`src/rtl/core/windowed_pulse_flow_meter_macros.svh`:
```
// ---------------------------------------------------------------------------
// windowed_pulse_flow_meter assertion macros
// shared concurrent assertion forms for the flow meter
// ---------------------------------------------------------------------------
`ifndef WINDOWED_PULSE_FLOW_METER_MACROS_SVH
`define WINDOWED_PULSE_FLOW_METER_MACROS_SVH

// same-cycle implication
`define WPFM_ASSERT_IMPLY(label, clk, rst, ante, cons) \
   label: assert property (@(posedge clk) disable iff (rst) (ante) |-> (cons)) \
      else $error("windowed_pulse_flow_meter assertion failed");

// next-cycle implication
`define WPFM_ASSERT_NEXT(label, clk, rst, ante, cons) \
   label: assert property (@(posedge clk) disable iff (rst) (ante) |=> (cons)) \
      else $error("windowed_pulse_flow_meter assertion failed");

`endif

```
`src/rtl/core/wpfm_pkg.sv`:
```
// ---------------------------------------------------------------------------
// wpfm_pkg
// types and constants shared by the windowed pulse flow meter
// ---------------------------------------------------------------------------
`timescale 1ns / 1ps

package wpfm_pkg;

   localparam int RING_DEPTH = 32;
   localparam int RING_AW    = $clog2(RING_DEPTH);
   localparam int CNT_W      = $clog2(RING_DEPTH + 1);

   localparam int TIME_W  = 32;
   localparam int CFG_W   = 16;
   localparam int Q_W     = 32;
   localparam int NUM_W   = CNT_W + 32;
   localparam int M_W     = CNT_W + 16;
   localparam int DEN_W   = 48;
   localparam int STEP_W  = $clog2(Q_W);
   localparam int WP_W    = 6;
   localparam int TOTAL_W = 32;
   localparam int RSP_W   = 72;
   localparam int PAD_W   = RSP_W - Q_W - WP_W - TOTAL_W;

   localparam logic [CFG_W-1:0] MS_PER_MINUTE = 16'd60000;

   localparam int CSR_AW = 3;
   localparam int CSR_DW = 32;

   localparam logic REG_WINDOW_MS = 1'b0;
   localparam logic REG_PPL       = 1'b1;

   localparam logic [CFG_W-1:0] WINDOW_RST = 16'd1000;
   localparam logic [CFG_W-1:0] PPL_RST    = 16'd450;

   localparam logic CMD_PULSE  = 1'b0;
   localparam logic CMD_UPDATE = 1'b1;

   typedef enum logic [2:0] {
      ST_IDLE,
      ST_WALK,
      ST_DRAIN,
      ST_MUL,
      ST_SETUP,
      ST_DIV,
      ST_DONE
   } state_type;

   typedef struct packed {
      logic [CFG_W-1:0] window_ms;
      logic [CFG_W-1:0] pulses_per_litre;
   } cfg_type;

   typedef struct packed {
      logic pulse_wr;
      logic upd_start;
      logic walk_rd;
      logic mul;
      logic div_init;
      logic div_step;
      logic out_load;
   } dp_cmd_type;

   typedef struct packed {
      logic cnt_zero;
      logic walk_last;
   } dp_sts_type;

endpackage

```
`src/rtl/core/windowed_pulse_flow_meter.sv`:
```
// ---------------------------------------------------------------------------
// windowed_pulse_flow_meter
// flow meter over pulse timestamps in a sliding millisecond window
// ---------------------------------------------------------------------------
// A pulse item (tuser 0) stores its time in a 32-entry ring and bumps the
// wrapping total; the block is ready again the next cycle. An update item
// (tuser 1) scans the stored times one per cycle through the ring memory's
// read port, then runs a one-bit-per-cycle divider for the Q16.16 rate and
// waits until the result register is free. The result register holds one
// finished item while the next input item is accepted.
`timescale 1ns / 1ps

`include "windowed_pulse_flow_meter_macros.svh"

module windowed_pulse_flow_meter (
   input  logic                         clock,
   input  logic                         reset,
   // tdata: time_ms[31:0]
   input  logic [wpfm_pkg::TIME_W-1:0]  req_tdata,
   // tuser: command
   input  logic                         req_tuser,
   input  logic                         req_tvalid,
   output logic                         req_tready,
   // tdata: flow_rate_q16[31:0], window_pulses[37:32], total_pulses[69:38], zero pad
   output logic [wpfm_pkg::RSP_W-1:0]   rsp_tdata,
   output logic                         rsp_tvalid,
   input  logic                         rsp_tready,
   input  logic                         csr_psel,
   input  logic                         csr_penable,
   input  logic                         csr_pwrite,
   input  logic [wpfm_pkg::CSR_AW-1:0]  csr_paddr,
   input  logic [wpfm_pkg::CSR_DW-1:0]  csr_pwdata,
   output logic [wpfm_pkg::CSR_DW-1:0]  csr_prdata,
   output logic                         csr_pready
);

   import wpfm_pkg::*;

   cfg_type              cfg;
   dp_cmd_type           cmd;
   dp_sts_type           sts;
   logic [Q_W-1:0]       flow_rate_q16;
   logic [WP_W-1:0]      window_pulses;
   logic [TOTAL_W-1:0]   total_pulses;

   wpfm_csr u_csr (
      .clock       (clock),
      .reset       (reset),
      .csr_psel    (csr_psel),
      .csr_penable (csr_penable),
      .csr_pwrite  (csr_pwrite),
      .csr_paddr   (csr_paddr),
      .csr_pwdata  (csr_pwdata),
      .csr_prdata  (csr_prdata),
      .csr_pready  (csr_pready),
      .cfg         (cfg)
   );

   wpfm_ctrl u_ctrl (
      .clock      (clock),
      .reset      (reset),
      .req_tvalid (req_tvalid),
      .req_tuser  (req_tuser),
      .req_tready (req_tready),
      .rsp_tvalid (rsp_tvalid),
      .rsp_tready (rsp_tready),
      .sts        (sts),
      .cmd        (cmd)
   );

   wpfm_dp u_dp (
      .clock         (clock),
      .reset         (reset),
      .cmd           (cmd),
      .cfg           (cfg),
      .req_time      (req_tdata),
      .sts           (sts),
      .flow_rate_q16 (flow_rate_q16),
      .window_pulses (window_pulses),
      .total_pulses  (total_pulses)
   );

   assign rsp_tdata = {{PAD_W{1'b0}}, total_pulses, window_pulses, flow_rate_q16};

   // datapath commands never overlap
   `WPFM_ASSERT_IMPLY(a_cmd_onehot, clock, reset, 1'b1, $onehot0(cmd))
   // an update keeps the input side closed on the next cycle
   `WPFM_ASSERT_NEXT(a_upd_busy, clock, reset,
      req_tvalid && req_tready && (req_tuser == CMD_UPDATE), !req_tready)
   // a new result never overwrites one still waiting
   `WPFM_ASSERT_IMPLY(a_no_overwrite, clock, reset, cmd.out_load, !rsp_tvalid || rsp_tready)

endmodule

```
`src/rtl/core/wpfm_ram.sv`:
```
// ---------------------------------------------------------------------------
// wpfm_ram
// generic single-port-write, single-port-read ram with registered read
// ---------------------------------------------------------------------------
`timescale 1ns / 1ps

module wpfm_ram #(
   parameter int WIDTH = 32,
   parameter int DEPTH = 32
) (
   input  logic                     clock,
   input  logic                     wr_en,
   input  logic [$clog2(DEPTH)-1:0] wr_addr,
   input  logic [WIDTH-1:0]         wr_data,
   input  logic                     rd_en,
   input  logic [$clog2(DEPTH)-1:0] rd_addr,
   output logic [WIDTH-1:0]         rd_data
);

   logic [WIDTH-1:0] mem_ff [DEPTH];
   logic [WIDTH-1:0] rd_data_ff;

   always_ff @(posedge clock) begin
      if (wr_en) begin
         mem_ff[wr_addr] <= wr_data;
      end
      if (rd_en) begin
         rd_data_ff <= mem_ff[rd_addr];
      end
   end

   assign rd_data = rd_data_ff;

endmodule

```
`src/rtl/core/wpfm_csr.sv`:
```
// ---------------------------------------------------------------------------
// wpfm_csr
// configuration registers behind the apb-style port
// ---------------------------------------------------------------------------
`timescale 1ns / 1ps

module wpfm_csr (
   input  logic                         clock,
   input  logic                         reset,
   input  logic                         csr_psel,
   input  logic                         csr_penable,
   input  logic                         csr_pwrite,
   input  logic [wpfm_pkg::CSR_AW-1:0]  csr_paddr,
   input  logic [wpfm_pkg::CSR_DW-1:0]  csr_pwdata,
   output logic [wpfm_pkg::CSR_DW-1:0]  csr_prdata,
   output logic                         csr_pready,
   output wpfm_pkg::cfg_type            cfg
);

   import wpfm_pkg::*;

   logic [CFG_W-1:0] window_ff;
   logic [CFG_W-1:0] window_in;
   logic [CFG_W-1:0] ppl_ff;
   logic [CFG_W-1:0] ppl_in;
   logic             wr_en;
   logic             reg_idx;

   assign reg_idx = csr_paddr[2];
   assign wr_en   = csr_psel && csr_penable && csr_pwrite;

   always_comb begin
      window_in = window_ff;
      ppl_in    = ppl_ff;
      if (wr_en) begin
         case (reg_idx)
            REG_WINDOW_MS: window_in = csr_pwdata[CFG_W-1:0];
            REG_PPL:       ppl_in    = csr_pwdata[CFG_W-1:0];
            default:       window_in = window_ff;
         endcase
      end
   end

   always_ff @(posedge clock) begin
      if (reset) begin
         window_ff <= WINDOW_RST;
         ppl_ff    <= PPL_RST;
      end else begin
         window_ff <= window_in;
         ppl_ff    <= ppl_in;
      end
   end

   always_comb begin
      case (reg_idx)
         REG_WINDOW_MS: csr_prdata = CSR_DW'(window_ff);
         REG_PPL:       csr_prdata = CSR_DW'(ppl_ff);
         default:       csr_prdata = '0;
      endcase
   end

   assign csr_pready           = 1'b1;
   assign cfg.window_ms        = window_ff;
   assign cfg.pulses_per_litre = ppl_ff;

endmodule

```
`src/rtl/core/wpfm_ctrl.sv`:
```
// ---------------------------------------------------------------------------
// wpfm_ctrl
// sequencer for pulse writes, ring walk, rate division and result hand-off
// ---------------------------------------------------------------------------
`timescale 1ns / 1ps

module wpfm_ctrl (
   input  logic                   clock,
   input  logic                   reset,
   input  logic                   req_tvalid,
   input  logic                   req_tuser,
   output logic                   req_tready,
   output logic                   rsp_tvalid,
   input  logic                   rsp_tready,
   input  wpfm_pkg::dp_sts_type   sts,
   output wpfm_pkg::dp_cmd_type   cmd
);

   import wpfm_pkg::*;

   state_type         state_ff;
   state_type         state_in;
   logic [STEP_W-1:0] step_ff;
   logic [STEP_W-1:0] step_in;
   logic              rsp_valid_ff;
   logic              rsp_valid_in;

   always_ff @(posedge clock) begin
      if (reset) begin
         state_ff     <= ST_IDLE;
         step_ff      <= '0;
         rsp_valid_ff <= 1'b0;
      end else begin
         state_ff     <= state_in;
         step_ff      <= step_in;
         rsp_valid_ff <= rsp_valid_in;
      end
   end

   always_comb begin
      state_in     = state_ff;
      step_in      = step_ff;
      rsp_valid_in = rsp_valid_ff && !rsp_tready;
      req_tready   = 1'b0;
      cmd          = '0;
      case (state_ff)
         ST_IDLE: begin
            req_tready = 1'b1;
            if (req_tvalid) begin
               if (req_tuser == CMD_PULSE) begin
                  cmd.pulse_wr = 1'b1;
               end else begin
                  cmd.upd_start = 1'b1;
                  state_in      = sts.cnt_zero ? ST_MUL : ST_WALK;
               end
            end
         end
         ST_WALK: begin
            cmd.walk_rd = 1'b1;
            if (sts.walk_last) begin
               state_in = ST_DRAIN;
            end
         end
         ST_DRAIN: begin
            state_in = ST_MUL;
         end
         ST_MUL: begin
            cmd.mul  = 1'b1;
            state_in = ST_SETUP;
         end
         ST_SETUP: begin
            cmd.div_init = 1'b1;
            step_in      = '0;
            state_in     = ST_DIV;
         end
         ST_DIV: begin
            cmd.div_step = 1'b1;
            step_in      = step_ff + 1'b1;
            if (step_ff == STEP_W'(Q_W - 1)) begin
               state_in = ST_DONE;
            end
         end
         ST_DONE: begin
            if (!rsp_valid_ff || rsp_tready) begin
               cmd.out_load = 1'b1;
               rsp_valid_in = 1'b1;
               state_in     = ST_IDLE;
            end
         end
         default: begin
            state_in = ST_IDLE;
         end
      endcase
   end

   assign rsp_tvalid = rsp_valid_ff;

endmodule

```
`src/rtl/core/wpfm_dp.sv`:
```
// ---------------------------------------------------------------------------
// wpfm_dp
// pulse ring, window scan, rate multiply and bit-serial divider
// ---------------------------------------------------------------------------
`timescale 1ns / 1ps

module wpfm_dp (
   input  logic                          clock,
   input  logic                          reset,
   input  wpfm_pkg::dp_cmd_type          cmd,
   input  wpfm_pkg::cfg_type             cfg,
   input  logic [wpfm_pkg::TIME_W-1:0]   req_time,
   output wpfm_pkg::dp_sts_type          sts,
   output logic [wpfm_pkg::Q_W-1:0]      flow_rate_q16,
   output logic [wpfm_pkg::WP_W-1:0]     window_pulses,
   output logic [wpfm_pkg::TOTAL_W-1:0]  total_pulses
);

   import wpfm_pkg::*;

   // ring bookkeeping
   logic [RING_AW-1:0] slot_ff;
   logic [RING_AW-1:0] slot_in;
   logic [CNT_W-1:0]   count_ff;
   logic [CNT_W-1:0]   count_in;
   logic [TOTAL_W-1:0] total_ff;
   logic [TOTAL_W-1:0] total_in;

   // window scan
   logic [RING_AW-1:0] idx_ff;
   logic [RING_AW-1:0] idx_in;
   logic               rd_vld_ff;
   logic               rd_vld_in;
   logic [TIME_W-1:0]  rd_data;
   logic [TIME_W-1:0]  wstart_ff;
   logic [TIME_W-1:0]  wstart_in;
   logic [CNT_W-1:0]   n_ff;
   logic [CNT_W-1:0]   n_in;
   logic [TIME_W-1:0]  early_ff;
   logic [TIME_W-1:0]  early_in;
   logic [TIME_W-1:0]  late_ff;
   logic [TIME_W-1:0]  late_in;
   logic               hit;

   // rate arithmetic
   logic [NUM_W-1:0]   num_ff;
   logic [NUM_W-1:0]   num_in;
   logic [DEN_W-1:0]   den_ff;
   logic [DEN_W-1:0]   den_in;
   logic               zero_ff;
   logic               zero_in;
   logic               sat_ff;
   logic               sat_in;
   logic [DEN_W-1:0]   rem_ff;
   logic [DEN_W-1:0]   rem_in;
   logic [Q_W-1:0]     quo_ff;
   logic [Q_W-1:0]     quo_in;
   logic [CNT_W-1:0]   nm1;
   logic [TIME_W-1:0]  delta;
   logic [TIME_W-1:0]  delta_eff;
   logic [CFG_W-1:0]   ppl_eff;
   logic [NUM_W-32-1:0] num_hi;
   logic [DEN_W:0]     trial;
   logic               trial_ge;

   // result register
   logic [Q_W-1:0]     flow_ff;
   logic [Q_W-1:0]     flow_in;
   logic [WP_W-1:0]    wp_ff;
   logic [WP_W-1:0]    wp_in;
   logic [TOTAL_W-1:0] rsp_total_ff;
   logic [TOTAL_W-1:0] rsp_total_in;

   wpfm_ram #(
      .WIDTH (TIME_W),
      .DEPTH (RING_DEPTH)
   ) u_ring (
      .clock   (clock),
      .wr_en   (cmd.pulse_wr),
      .wr_addr (slot_ff),
      .wr_data (req_time),
      .rd_en   (cmd.walk_rd),
      .rd_addr (idx_ff),
      .rd_data (rd_data)
   );

   assign sts.cnt_zero  = (count_ff == '0);
   assign sts.walk_last = (CNT_W'(idx_ff) == count_ff - 1'b1);

   always_comb begin
      slot_in  = slot_ff;
      count_in = count_ff;
      total_in = total_ff;
      if (cmd.pulse_wr) begin
         slot_in  = (slot_ff == RING_AW'(RING_DEPTH - 1)) ? '0 : slot_ff + 1'b1;
         total_in = total_ff + 1'b1;
         if (count_ff != CNT_W'(RING_DEPTH)) begin
            count_in = count_ff + 1'b1;
         end
      end
   end

   assign hit = (rd_data >= wstart_ff);

   always_comb begin
      idx_in    = idx_ff;
      rd_vld_in = cmd.walk_rd;
      wstart_in = wstart_ff;
      n_in      = n_ff;
      early_in  = early_ff;
      late_in   = late_ff;
      if (cmd.upd_start) begin
         idx_in    = '0;
         wstart_in = req_time - TIME_W'(cfg.window_ms);
         n_in      = '0;
         early_in  = '1;
         late_in   = '0;
      end else begin
         if (cmd.walk_rd) begin
            idx_in = idx_ff + 1'b1;
         end
         if (rd_vld_ff && hit) begin
            n_in = n_ff + 1'b1;
            if (rd_data < early_ff) begin
               early_in = rd_data;
            end
            if (rd_data > late_ff) begin
               late_in = rd_data;
            end
         end
      end
   end

   assign nm1       = n_ff - 1'b1;
   assign delta     = late_ff - early_ff;
   assign delta_eff = (delta == '0) ? TIME_W'(1) : delta;
   assign ppl_eff   = (cfg.pulses_per_litre == '0) ? CFG_W'(1) : cfg.pulses_per_litre;
   assign num_hi    = num_ff[NUM_W-1:Q_W];
   assign trial     = {rem_ff, quo_ff[Q_W-1]};
   assign trial_ge  = (trial >= {1'b0, den_ff});

   always_comb begin
      num_in  = num_ff;
      den_in  = den_ff;
      zero_in = zero_ff;
      sat_in  = sat_ff;
      rem_in  = rem_ff;
      quo_in  = quo_ff;
      if (cmd.mul) begin
         num_in  = {M_W'(nm1) * M_W'(MS_PER_MINUTE), 16'h0000};
         den_in  = DEN_W'(ppl_eff) * DEN_W'(delta_eff);
         zero_in = (n_ff < CNT_W'(2));
      end
      if (cmd.div_init) begin
         // quotient fits in q_w bits only when the upper numerator part is below den
         sat_in = (DEN_W'(num_hi) >= den_ff);
         rem_in = DEN_W'(num_hi);
         quo_in = num_ff[Q_W-1:0];
      end
      if (cmd.div_step) begin
         rem_in = trial_ge ? DEN_W'(trial - {1'b0, den_ff}) : trial[DEN_W-1:0];
         quo_in = {quo_ff[Q_W-2:0], trial_ge};
      end
   end

   always_comb begin
      flow_in      = flow_ff;
      wp_in        = wp_ff;
      rsp_total_in = rsp_total_ff;
      if (cmd.out_load) begin
         flow_in      = zero_ff ? '0 : (sat_ff ? '1 : quo_ff);
         wp_in        = WP_W'(n_ff);
         rsp_total_in = total_ff;
      end
   end

   always_ff @(posedge clock) begin
      if (reset) begin
         slot_ff   <= '0;
         count_ff  <= '0;
         total_ff  <= '0;
         rd_vld_ff <= 1'b0;
      end else begin
         slot_ff   <= slot_in;
         count_ff  <= count_in;
         total_ff  <= total_in;
         rd_vld_ff <= rd_vld_in;
      end
   end

   always_ff @(posedge clock) begin
      idx_ff       <= idx_in;
      wstart_ff    <= wstart_in;
      n_ff         <= n_in;
      early_ff     <= early_in;
      late_ff      <= late_in;
      num_ff       <= num_in;
      den_ff       <= den_in;
      zero_ff      <= zero_in;
      sat_ff       <= sat_in;
      rem_ff       <= rem_in;
      quo_ff       <= quo_in;
      flow_ff      <= flow_in;
      wp_ff        <= wp_in;
      rsp_total_ff <= rsp_total_in;
   end

   assign flow_rate_q16 = flow_ff;
   assign window_pulses = wp_ff;
   assign total_pulses  = rsp_total_ff;

endmodule
```
`config.mk`:
```
export PLATFORM = sky130hd
export DESIGN_NAME = windowed_pulse_flow_meter
export DESIGN_NICKNAME = d
export VERILOG_FILES = /design/src/rtl/core/wpfm_pkg.sv /design/src/rtl/core/windowed_pulse_flow_meter.sv /design/src/rtl/core/wpfm_ram.sv /design/src/rtl/core/wpfm_csr.sv /design/src/rtl/core/wpfm_ctrl.sv /design/src/rtl/core/wpfm_dp.sv
export VERILOG_INCLUDE_DIRS = /design/src /design/src/rtl/core
export SDC_FILE = /design/constraint.sdc
export NUM_CORES = 2
export LEC_CHECK = 0
export BUFFER_PORTS_ARGS = -buffer_cell sky130_fd_sc_hd__buf_2
export CAP_MARGIN = 20
export CORE_MARGIN = 5
export CORE_UTILIZATION = 50
export DETAILED_ROUTE_END_ITERATION = 6
export PLACE_DENSITY = 0.66
export SYNTH_ARGS = -nofsm -noshare
export SYNTH_HDL_FRONTEND = slang
export SYNTH_SLANG_ARGS = --single-unit
```
`constraint.sdc`:
```
create_clock -name clock -period 10.84 [get_ports clock]
set_input_delay 1.626 -clock clock [delete_from_list [all_inputs] [get_ports clock]]
set_output_delay 1.626 -clock clock [all_outputs]
set_load 0.05 [all_outputs]
```
==> metrics <==
status=completed; Rows=around 150; Seq. cell area=42400 sq um; Sw Ratio=40.7%; clk_skew=0.0540 ns; share of cells above drive strength 1=14.9%; critical path endpoint category=flop; wire length on met2=a little under 100 mm; largest net degree at the start of global routing=115; Crit Path Max Fanout=17; first-pass GRT wire length=305 mm; post-route ant nets=0; post_cts resized=0; max-slew violation count=0; Slowest-stage cell, CP=nand4_2; final wirelength=201 mm; Data required, critical path=between 10 and 15 ns; Netlist cell types=80; Synth Register Bits=approximately 1500; Top FF cell, synth=edfxtp_1; initial DRC count=4381; Seq pwr share=about 27%; grt ovf=0; vias in the first global route=49900; Hold Vio Cnt, Final=0; router iterations before antenna repair=6; WL met1=81.6 mm; post-route minimum period=just over 10 ns; Hold-fix buffers, CTS=0; Die Wd=412 microns; setup tns final=0 ns; Gate Count Post-Synth=between 6000 and 7000; latest clock arrival within the worst-skew pair=0.81 ns; placed cells=8148; fillers=~13000; gpl congestion=0.910; CTS root buffer=clkbuf_16; H-tree Lvls=4; Gate power share=52.1%; Worst EP arrival=10.58 ns; register area share after synthesis=52.5%; Pleak=34.1 nW; # IOs=182; Pint=16.2 mW; Peak VDD IR=approximately 330 uV; headroom to the max-slew limit=15.8%; total CTS buffers=between 150 and 200; fmax=0.0992 GHz; port bufs=144; Post-route DRC=0; clock-pin transition on the worst setup and hold timing paths=0.05 ns; warning count from the yosys run=0; Core ar.=161000 sq um; max incr delay on CP=0.60 ns; CTS Buffer Depth=3; HP Class=flop to flop; highest metal used=met5; Final Cycle Share=around 93%; RSZ-0062 raised after global routing=no; CTS tree=built; max_cap viols=0; Multi-input gate area=roughly 35000 sq um; initial antenna violation count=15; asr flop ratio synth=0%; Switch Pwr=11.1 mW; Cell Area, Synth=80800 sq um; total power=27.3 mW; Cell Count, Final, Fillers Out=8447; Worst Setup Start Kind=flop; clock sinks=~1500; Initial Util=50.3%; Setup violations, final=0; layout net count=about 7000; critical path's most frequent cell=fa_1; Power Dens Cells=a little over 300 nW/um^2; transition time of the tightest slew-check pin=approximately 1.2 ns; WHS=approximately 0.46 ns; area grow syn2layout=11.1%; via count=48800; Final HPWL DP=129 mm; syn_area_per_cell=13.4 sq um; Post-synth EDFFs=1305; GRT Overall Usage=23.8%; full die area=170000 sq um; Via density=5.78; WL per Instance=23.7 microns; DIE HEIGHT=412 microns; critical setup path kind=flop to flop; met3 routed WL=between 10 and 15 mm; Clock Power Share=20.6%; postcts setup bufs=0
[sequential cells by signal, summed over array words and instances, names as in the netlist, 16 cells and up]
signal and flops:
u_dp.total_pulses 32, u_dp.quo_ff 32, u_dp.u_ring.rd_data 32, u_csr.ppl_ff 16
u_dp.total_ff 32, u_dp.num_ff 17, u_dp.rem_ff 48, u_dp.den_ff 48
u_dp.early_ff 32, u_csr.window_ff 16, u_dp.wstart_ff 32, u_dp.u_ring.mem_ff 1024
u_dp.flow_rate_q16 32, u_dp.late_ff 32
[worst paths after layout]
kind                            depth (start not counted)  slack, ns                             start                          endpoint
worst max-delay path                                   33       0.76      u_dp.late_ff[0]$_SDFFE_PP0P_         u_dp.den_ff[46]$_DFFE_PP_
worst min-delay path                                    2       0.46  u_csr.window_ff[13]$_SDFFE_PP0P_  u_csr.window_ff[13]$_SDFFE_PP0P_
worst max register to register                         33       0.76      u_dp.late_ff[0]$_SDFFE_PP0P_         u_dp.den_ff[46]$_DFFE_PP_
worst min register to register                          2       0.46  u_csr.window_ff[13]$_SDFFE_PP0P_  u_csr.window_ff[13]$_SDFFE_PP0P_
[cells in the mapped netlist, types with 34 or more instances]
library cell | number | area (sq um)
nand3_1 | 58 | 290
o21ai_0 | 101 | 505
mux2i_1 | 69 | 691
a21oi_1 | 194 | 971
a31oi_1 | 51 | 319
mux4_2 | 320 | 7210
mux2_2 | 35 | 394
clkbuf_1 | 232 | 871
a21o_1 | 105 | 788
ha_1 | 367 | 4590
nand4_1 | 56 | 350
xnor2_1 | 122 | 1070
nand2_1 | 599 | 2250
nor3_1 | 66 | 330
dfxtp_1 | 160 | 3200
xor2_1 | 86 | 753
edfxtp_1 | 1305 | 39200
fa_1 | 432 | 8650
inv_1 | 685 | 2570
nor2_1 | 311 | 1170
buf_1 | 34 | 128
and2_1 | 187 | 1170
and3_1 | 37 | 231
[kinds of logic after synthesis]
| logic type | count (synthesis) | share of synthesized area [%] |
|---|---|---|
| XOR/XNOR | 208 | 2.25 |
| multiplexers | 424 | 10.3 |
| other | 2 | 0.00929 |
| adder cells (fa/ha/maj) | 799 | 16.4 |
| AND/OR/NAND/NOR | 1472 | 8.52 |
| buffers and inverters | 985 | 4.71 |
| AO/OA/AOI/OAI | 668 | 5.40 |
| flip-flops | 1465 | 52.5 |
[cell usage in the layout, fill, tap and decap left out, drive strengths merged, types with 28 or more instances in the layout]
cell type	instances
xnor2	122
fa	432
inv	693
o21ai	115
edfxtp	1305
mux4	320
nor3	68
nand4	57
nand3	58
and2	187
buf	249
o21bai	28
ha	367
clkbuf	185
a21oi	195
dfxtp	160
a31oi	52
mux2	35
a21o	105
xor2	86
and3	37
nand2b	32
nand2	600
mux2i	69
clkinv	67
nor2	311
[per-layer routing]
layer  track usage [%]  up-vias
met5                 0        -
met4              7.76        8
met3              4.61      327
met2              39.3     1799
met1              32.0    25000
li1                  -    21700
[worst max-delay path: cells and delay by family, from the launching register on]
family	cells	cell delay (ns)
and+or+nand+nor	6	1.84
DFF	1	0.35
AOI/OAI and AO/OA	11	3.25
xor gates and xnor gates	2	0.18
adders and majority gates	9	3.72
buffers and inverters	5	0.44
[per-stage QoR]
| stage | setup slack [ns] | util (%) | cell area (sq um) |
|---|---|---|---|
| final | 0.759 | 55.9 | 89700 |
| after global routing | 0.359 | 55.9 | 89700 |
| after CTS | 0.801 | 55.9 | 89700 |
| after detailed placement | 0.860 | 52.4 | 84200 |
| after global placement | 0.934 | 52.4 | 84200 |
| after floorplan | 2.50 | - | 80900 |
[layout make-up]
class,count,share of cell area (%)
flip-flops and latches,1465,47.3
multi-input cells,3590,39.0
clock buffers,185,4.57
well taps,2160,3.01
inverters,686,2.87
repair buffers,249,1.74
clock inverters,106,1.55
diodes,6,0.0167
[power groups by stage]
stage	clock, mW	combinational [mW]	sequential [mW]
after floorplan	0	10.6	7.33
after detailed placement	0	14.2	7.55
after global placement	0	13.9	7.54
after CTS	5.73	14.3	7.43
final	5.63	14.2	7.43
after global routing	6.00	16.0	7.46
(Power assumes the default switching activity.)
